`src/hdl/wrms_pkg.sv`:
```
package wrms_pkg;

    localparam int SAMPLE_W = 16;
    localparam int SQ_W     = 31;
    localparam int CFG_W    = 11;
    localparam int LEVEL_W  = 16;

    localparam logic [CFG_W-1:0]   FRAME_SAMPLES_RESET = CFG_W'(480);
    localparam logic [LEVEL_W-1:0] LEVEL_MAX           = '1;

    typedef enum logic [2:0] {
        S_IDLE,
        S_READ,
        S_ADD,
        S_DIV,
        S_SQRT,
        S_OUT
    } t_state;

endpackage

```
`src/hdl/windowed_rms_level_meter_core.sv`:
```
// channel   | direction | handshake                | payload
// ----------+-----------+--------------------------+----------------------------------
// input     | in        | i_in_valid / o_in_ready  | i_sample, i_last_in_frame
// output    | out       | o_out_valid / i_out_ready| o_level
// config    | in        | i_cfg_we (no wait)       | i_cfg_wdata (frame_samples)
//
// a sample without the last-in-frame mark is taken every cycle, also while a level is worked out
// a sample with the mark starts the back end: window read, sum update, a radix-2 divider
// and a bit-pair root; another marked sample is held off until the back end is free
// the back end also waits in its last state while the output register still holds a level
// reset clears the accumulator, the window valid bits, position, sum and the output valid flag
module windowed_rms_level_meter_core #(
    parameter int WINDOW            = 16,
    parameter int MAX_FRAME_SAMPLES = 2048
) (
    input  logic                                 i_clk,
    input  logic                                 i_rst_n,
    input  logic                                 i_cfg_we,
    input  logic [wrms_pkg::CFG_W-1:0]           i_cfg_wdata,
    input  logic                                 i_in_valid,
    output logic                                 o_in_ready,
    input  logic signed [wrms_pkg::SAMPLE_W-1:0] i_sample,
    input  logic                                 i_last_in_frame,
    output logic                                 o_out_valid,
    input  logic                                 i_out_ready,
    output logic [wrms_pkg::LEVEL_W-1:0]         o_level
);

    localparam int ACC_W = $clog2(MAX_FRAME_SAMPLES) + 30;
    localparam int SUM_W = ACC_W + $clog2(WINDOW);
    localparam int WIN_W = $clog2(WINDOW + 1);
    localparam int DIV_W = wrms_pkg::CFG_W + WIN_W;
    localparam int R_W   = (SUM_W + 1) / 2;
    localparam int RAD_W = 2 * R_W;
    localparam int SR_W  = R_W + 2;
    localparam int POS_W = (WINDOW > 1) ? $clog2(WINDOW) : 1;
    localparam int CNT_W = $clog2(SUM_W + 1);
    localparam logic [ACC_W:0] ACC_LIM = (ACC_W + 1)'(MAX_FRAME_SAMPLES) << 30;

    // window store
    logic [ACC_W-1:0] r_mem [WINDOW];
    logic [ACC_W-1:0] r_rd_data;
    logic             mem_re;
    logic             mem_we;

    wrms_pkg::t_state r_state, n_state;
    logic [wrms_pkg::CFG_W-1:0] r_frame_samples, n_frame_samples;
    logic [ACC_W-1:0]  r_acc, n_acc;
    logic [SUM_W-1:0]  r_sum, n_sum;
    logic [POS_W-1:0]  r_pos, n_pos;
    logic [WINDOW-1:0] r_valid, n_valid;
    logic              r_rd_valid, n_rd_valid;
    logic [CNT_W-1:0]  r_cnt, n_cnt;
    logic              r_out_valid, n_out_valid;

    logic [ACC_W-1:0]  r_energy, n_energy;
    logic [DIV_W-1:0]  r_den, n_den;
    logic [SUM_W-1:0]  r_quo, n_quo;
    logic [DIV_W-1:0]  r_rem, n_rem;
    logic [RAD_W-1:0]  r_rad, n_rad;
    logic [R_W-1:0]    r_root, n_root;
    logic [SR_W-1:0]   r_srem, n_srem;
    logic [wrms_pkg::LEVEL_W-1:0] r_level, n_level;

    logic signed [2*wrms_pkg::SAMPLE_W-1:0] sq_full;
    logic [ACC_W:0]    acc_add;
    logic [ACC_W-1:0]  acc_sat;
    logic              in_acc;
    logic [wrms_pkg::CFG_W-1:0] n_eff;
    logic [DIV_W:0]    div_sh;
    logic              div_ge;
    logic [DIV_W:0]    div_diff;
    logic [SR_W+1:0]   sq_sh;
    logic [SR_W+1:0]   sq_trial;
    logic              sq_ge;
    logic [SR_W+1:0]   sq_diff;

    assign o_in_ready  = (r_state == wrms_pkg::S_IDLE) || !i_last_in_frame;
    assign o_out_valid = r_out_valid;
    assign o_level     = r_level;
    assign in_acc      = i_in_valid && o_in_ready;

    always_comb begin
        sq_full = i_sample * i_sample;
        acc_add = {1'b0, r_acc} + (ACC_W + 1)'(sq_full[wrms_pkg::SQ_W-1:0]);
        if (acc_add >= ACC_LIM) begin
            acc_sat = ACC_W'(ACC_LIM - 1'b1);
        end else begin
            acc_sat = acc_add[ACC_W-1:0];
        end
        n_eff = (r_frame_samples == '0) ? wrms_pkg::CFG_W'(1) : r_frame_samples;

        // restoring divide step
        div_sh   = {r_rem, r_quo[SUM_W-1]};
        div_ge   = div_sh >= {1'b0, r_den};
        div_diff = div_sh - {1'b0, r_den};

        // bit-pair root step
        sq_sh    = {r_srem, r_rad[RAD_W-1 -: 2]};
        sq_trial = (SR_W + 2)'({r_root, 2'b01});
        sq_ge    = sq_sh >= sq_trial;
        sq_diff  = sq_sh - sq_trial;
    end

    always_comb begin
        n_state         = r_state;
        n_frame_samples = r_frame_samples;
        n_acc           = r_acc;
        n_sum           = r_sum;
        n_pos           = r_pos;
        n_valid         = r_valid;
        n_rd_valid      = r_rd_valid;
        n_cnt           = r_cnt;
        n_out_valid     = r_out_valid;
        n_energy        = r_energy;
        n_den           = r_den;
        n_quo           = r_quo;
        n_rem           = r_rem;
        n_rad           = r_rad;
        n_root          = r_root;
        n_srem          = r_srem;
        n_level         = r_level;
        mem_re          = 1'b0;
        mem_we          = 1'b0;

        if (i_cfg_we) begin
            n_frame_samples = i_cfg_wdata;
        end
        if (r_out_valid && i_out_ready) begin
            n_out_valid = 1'b0;
        end

        if (in_acc) begin
            if (i_last_in_frame) begin
                n_energy   = acc_sat;
                n_acc      = '0;
                n_den      = DIV_W'(n_eff) * DIV_W'(WINDOW);
                n_rd_valid = r_valid[r_pos];
                mem_re     = 1'b1;
            end else begin
                n_acc = acc_sat;
            end
        end

        case (r_state)
            wrms_pkg::S_IDLE: begin
                if (in_acc && i_last_in_frame) begin
                    n_state = wrms_pkg::S_READ;
                end
            end
            wrms_pkg::S_READ: begin
                // drop the oldest energy and store the new one in its place
                n_sum          = r_sum - (r_rd_valid ? SUM_W'(r_rd_data) : '0);
                mem_we         = 1'b1;
                n_valid[r_pos] = 1'b1;
                n_pos          = (r_pos == POS_W'(WINDOW - 1)) ? '0 : r_pos + 1'b1;
                n_state        = wrms_pkg::S_ADD;
            end
            wrms_pkg::S_ADD: begin
                n_sum   = r_sum + SUM_W'(r_energy);
                n_quo   = n_sum;
                n_rem   = '0;
                n_cnt   = '0;
                n_state = wrms_pkg::S_DIV;
            end
            wrms_pkg::S_DIV: begin
                n_quo = {r_quo[SUM_W-2:0], div_ge};
                n_rem = div_ge ? div_diff[DIV_W-1:0] : div_sh[DIV_W-1:0];
                n_cnt = r_cnt + 1'b1;
                if (r_cnt == CNT_W'(SUM_W - 1)) begin
                    n_rad   = RAD_W'(n_quo);
                    n_root  = '0;
                    n_srem  = '0;
                    n_cnt   = '0;
                    n_state = wrms_pkg::S_SQRT;
                end
            end
            wrms_pkg::S_SQRT: begin
                n_rad  = {r_rad[RAD_W-3:0], 2'b00};
                n_root = {r_root[R_W-2:0], sq_ge};
                n_srem = sq_ge ? sq_diff[SR_W-1:0] : sq_sh[SR_W-1:0];
                n_cnt  = r_cnt + 1'b1;
                if (r_cnt == CNT_W'(R_W - 1)) begin
                    n_state = wrms_pkg::S_OUT;
                end
            end
            wrms_pkg::S_OUT: begin
                if (!r_out_valid || i_out_ready) begin
                    if (r_root[R_W-1:wrms_pkg::LEVEL_W] != '0) begin
                        n_level = wrms_pkg::LEVEL_MAX;
                    end else begin
                        n_level = r_root[wrms_pkg::LEVEL_W-1:0];
                    end
                    n_out_valid = 1'b1;
                    n_state     = wrms_pkg::S_IDLE;
                end
            end
            default: begin
                n_state = wrms_pkg::S_IDLE;
            end
        endcase
    end

    always_ff @(posedge i_clk) begin
        if (!i_rst_n) begin
            r_state         <= wrms_pkg::S_IDLE;
            r_frame_samples <= wrms_pkg::FRAME_SAMPLES_RESET;
            r_acc           <= '0;
            r_sum           <= '0;
            r_pos           <= '0;
            r_valid         <= '0;
            r_rd_valid      <= 1'b0;
            r_cnt           <= '0;
            r_out_valid     <= 1'b0;
        end else begin
            r_state         <= n_state;
            r_frame_samples <= n_frame_samples;
            r_acc           <= n_acc;
            r_sum           <= n_sum;
            r_pos           <= n_pos;
            r_valid         <= n_valid;
            r_rd_valid      <= n_rd_valid;
            r_cnt           <= n_cnt;
            r_out_valid     <= n_out_valid;
        end
    end

    always_ff @(posedge i_clk) begin
        r_energy <= n_energy;
        r_den    <= n_den;
        r_quo    <= n_quo;
        r_rem    <= n_rem;
        r_rad    <= n_rad;
        r_root   <= n_root;
        r_srem   <= n_srem;
        r_level  <= n_level;
    end

    // entries never written read as zero through the valid bits
    always_ff @(posedge i_clk) begin
        if (mem_we) begin
            r_mem[r_pos] <= r_energy;
        end
        if (mem_re) begin
            r_rd_data <= r_mem[r_pos];
        end
    end

endmodule
```
`config.mk`:
```
export PLATFORM = sky130hd
export DESIGN_NAME = windowed_rms_level_meter_core
export DESIGN_NICKNAME = d
export VERILOG_FILES = /design/src/hdl/wrms_pkg.sv /design/src/hdl/windowed_rms_level_meter_core.sv
export SDC_FILE = /design/constraint.sdc
export NUM_CORES = 2
export LEC_CHECK = 0
export ABC_CLOCK_PERIOD_IN_PS = 13800
export BUFFER_PORTS_ARGS = -buffer_cell sky130_fd_sc_hd__buf_2
export CORE_UTILIZATION = 61
export CTS_BUF_LIST = sky130_fd_sc_hd__clkbuf_4 sky130_fd_sc_hd__clkbuf_8 sky130_fd_sc_hd__clkbuf_16
export CTS_CLUSTER_SIZE = 10
export DETAILED_ROUTE_END_ITERATION = 8
export HOLD_SLACK_MARGIN = 0.06
export PLACE_DENSITY = 0.77
export RECOVER_POWER = 50
export SYNTH_ARGS = -nofsm -noshare
export SYNTH_HDL_FRONTEND = slang
export SYNTH_SLANG_ARGS = --single-unit
```
`constraint.sdc`:
```
create_clock -name i_clk -period 13.8 [get_ports i_clk]
set_input_delay 2.07 -clock i_clk [delete_from_list [all_inputs] [get_ports i_clk]]
set_output_delay 2.07 -clock i_clk [all_outputs]
set_load 0.03 [all_outputs]
```
==> flow_metrics.tcl <==
set metrics [dict create \
    netlist_instances 4268 \
    place.gp.congestion 0.9312 \
    post_drt_via_cell_ratio 6.280 \
    cp.required_ns 14.25 \
    crit_type "reg2reg" \
    cap_viol_max_count 15 \
    row_count 110 \
    drc_errors 0 \
    cts.clk_slew.worst_paths_ns 0.06 \
    first_global_vias 35180 \
    holdBufCountCts 0 \
    drive_gt1_share_pct 12.94 \
    antenna_found_initial 4 \
    dpl.hpwl_um 81960 \
    ys_ff_latch 1048 \
    cts_tree "built" \
    syn_to_final_growth_pct 9.235 \
    cts.htree.levels 3 \
    placed_cell_area_um2 57620 \
    synthMuxAreaShare_pct 9.170 \
    status "finished with violations" \
    firstDrtPassIters 6 \
    track_usage_pct 28.37 \
    hold_class "reg2reg" \
    syn-num-nets 4768 \
    critical_path.endpoint "r_rd_valid$_SDFFE_PN0P_" \
    chipHeight_um 305.3 \
    clock_sinks 1048 \
    final_nets 4795 \
    io_buffers 50 \
    synth_edf_count 920 \
    dominantRegCellSynth "edfxtp_1" \
    synth_top_family_by_area "adder cells" \
    cp-end-kind "flip-flop" \
    yosysWarnings 0 \
    cp_cell_sequence "clkbuf_1, mux4_2, mux4_2, mux2i_1, nor2_1" \
    startpoint_type "flip-flop" \
    drt-initial-drc-count 3464 \
    cts_inserted_buffers 116 \
    synth.largest_area_cell "edfxtp_1" \
    route.antenna.remaining_nets 0 \
    dp_slack_ns 3.080 \
    grt_pass1_wl_um 203700 \
    cts_root_buffer "clkbuf_16" \
    final_cell_area_um2 61290 \
    crit_buf_inv 1 \
    wl_per_cell_um 23.38 \
    yosys.area_share.simple_pct 8.686 \
    finalCritPeriodShare_pct 74.34 \
    max_freq_mhz 97.48 \
    crit_path_top_delay_cell "clkbuf_1" \
    start_util_pct 61.95 \
    post_cts_buffers 0 \
    finalSetupTns_ns 0 \
    crit_family "buffers and inverters" \
    violations "capacitance limit, slew limit" \
    crit_arrival_ns 10.71 \
    finalSetupViolations 0 \
    clock_skew_ns 0.03881 \
    rsz0062_at_grt "false" \
    synth_xor_area_share_pct 2.794 \
    syn_area_per_cell_um2 13.15 \
    core_um2 90560 \
    synth_compound_area_share_pct 8.329 \
    fin_crit_ns 10.26 \
    cp_common_cell "mux4_2" \
    whs_ns 0.4681 \
    reg2reg_depth 5 \
    layout_setup_ws_ns 3.541 \
    maxSlewViolCount 683 \
    cts_buffer_depth 3 \
    nFillCells 6133 \
    grt-ovfl-total 0 \
    hold_violations 0 \
    clk_latency_ns 0.71 \
    design.portCount 51 \
    yosys.area_share.adder_pct 13.56 \
    syn-cell-area_um2 56110 \
    r2r_end "r_rd_valid$_SDFFE_PN0P_" \
    die_w_um 305.3 \
    routed_wirelength_um 130300 \
    vias 35000 \
    ff2ff_setup_slack_ns 3.54 \
    synth.distinct_cells 93 \
    synth_seq_area_share_pct 53.81 \
    grt_max_degree 121 \
    cp_max_fo 120 \
    critical_path.max_stage_delay_ns 6.93 \
    synthTopCellsByArea "edfxtp_1 (49%), mux4_2 (8.4%), fa_1 (8.4%)" \
    synthArstFlopShare_pct 0 \
    startpoint "r_pos[0]$_SDFFE_PN0P_" \
    dieArea_um2 93190 \
    max-slew-margin-rel_pct -567.6 \
    r2r_start "r_pos[0]$_SDFFE_PN0P_" \
    cts_resized 0 \
    worst-path-stages 5 \
    tightest_slew_ns 10.01 \
    synth_top_area_share_pct 49.24 \
]
[flip-flops by register name (all words and copies together), names as in the netlist]
signal,flops
r_rd_data,41
r_frame_samples,11
r_acc,41
r_state,3
r_rem,16
r_mem,656
r_root,23
r_valid,16
r_sum,45
r_quo,45
r_rd_valid,1
r_energy,41
r_srem,25
r_rad,46
r_den,11
r_pos,4
o_level,16
o_out_valid,1
r_cnt,6
[final cells by class]
cell class | instances | area (um^2) | share of cell area, %
diodes | 2 | 5.005 | 0.008166
clock buffers | 210 | 3621 | 5.908
clock inverters | 9 | 170.2 | 0.2777
inverters | 345 | 1297 | 2.117
multi-input cells | 2689 | 23990 | 39.14
flip-flops and latches | 1048 | 30200 | 49.28
well taps | 1176 | 1471 | 2.401
repair buffers | 95 | 534.3 | 0.8717
[metrics by stage]
stage,utilization (%),instances
2_1_floorplan,-,4268
3_5_place_dp,63.63,5353
4_1_cts,67.81,5572
6_report,67.67,5574
5_1_grt,67.67,5573
3_3_place_gp,63.63,5353
[logic make-up after synthesis]
logic type	count (synthesis)
xor gates and xnor gates	179
DFF	1048
adders and majority gates	467
and+or+nand+nor	1092
AOI/OAI and AO/OA	700
muxes	251
buffers and inverters	531
[Yosys cell counts, types with 34 or more instances]
| library cell | number |
|---|---|
| nand2_1 | 500 |
| edfxtp_1 | 920 |
| clkbuf_1 | 151 |
| dfxtp_1 | 128 |
| a21oi_1 | 196 |
| nand3_1 | 73 |
| fa_1 | 235 |
| nor2_1 | 256 |
| and3_1 | 34 |
| and2_1 | 64 |
| inv_1 | 343 |
| mux4_2 | 210 |
| xnor2_1 | 117 |
| nor3_1 | 34 |
| xor2_1 | 62 |
| ha_1 | 232 |
| o21ai_0 | 123 |
| mux2i_1 | 37 |
| a21o_1 | 90 |
[how the worst min path moves through the flow]
stage,start,to,slack (ns),cells past startpoint
after CTS,r_frame_samples[1]$_SDFFE_PN0P_,r_den[5]$_SDFFCE_PN0P_,0.46,0
after global placement,r_valid[14]$_SDFFE_PN0P_,r_valid[14]$_SDFFE_PN0P_,0.45,2
after floorplan,r_valid[10]$_SDFFE_PN0P_,r_valid[10]$_SDFFE_PN0P_,0.43,2
after detailed placement,r_frame_samples[1]$_SDFFE_PN0P_,r_den[5]$_SDFFCE_PN0P_,0.45,0
after global routing,r_frame_samples[3]$_SDFFE_PN0P_,r_den[7]$_SDFFCE_PN0P_,0.48,0
final,r_frame_samples[1]$_SDFFE_PN0P_,r_den[5]$_SDFFCE_PN0P_,0.47,0
[layout by cell type, fill, tap and decap left out, types with 9 or more instances in the layout]
| cell type | Yosys | final |
|---|---|---|
| or3_1 | 11 | 11 |
| ha_1 | 232 | 232 |
| buf_2 | 4 | 49 |
| fa_1 | 235 | 235 |
| nor2_4 | 0 | 11 |
| a211oi_1 | 33 | 33 |
| nor4_1 | 11 | 11 |
| mux2i_1 | 37 | 37 |
| clkbuf_1 | 151 | 15 |
| dfxtp_1 | 128 | 124 |
| nand4_1 | 25 | 25 |
| o211ai_1 | 18 | 18 |
| nor3_1 | 34 | 33 |
| edfxtp_1 | 920 | 920 |
| clkbuf_4 | 0 | 92 |
| xor2_1 | 62 | 62 |
| a21o_1 | 90 | 90 |
| nand2b_1 | 23 | 23 |
| o21a_1 | 30 | 30 |
| nor2_1 | 256 | 245 |
| mux4_2 | 210 | 210 |
| a21oi_1 | 196 | 195 |
| or2_2 | 9 | 9 |
| inv_1 | 343 | 343 |
| nor2b_1 | 25 | 25 |
| o31ai_1 | 15 | 14 |
| clkbuf_16 | 0 | 116 |
| buf_4 | 3 | 31 |
| a22o_1 | 33 | 33 |
| o21bai_1 | 23 | 23 |
| o21ai_0 | 123 | 123 |
| a31oi_1 | 24 | 23 |
| xnor2_1 | 117 | 117 |
| and2_1 | 64 | 63 |
| nand3_1 | 73 | 73 |
| nand2_1 | 500 | 499 |
| and3_1 | 34 | 34 |
[worst register-to-register path: cells and delay by family (launching register included)]
family / cells / cell delay (ns)
mux: 3 / 2.02
simple gates: 1 / 0.05
flops: 1 / 1.01
buf+inv: 1 / 6.94
[per-layer routing]
layer	track usage, %	wire, um	up-vias
li1	-	-	15650
met1	38.65	51480	17370
met2	47.63	63880	1707
met3	4.333	11350	279
met4	8.286	3607	0
met5	0	0	-
Power is left out: the tool's default activity adds up to more than one toggle a clock period on the data nets, which glitch-free logic cannot reach.
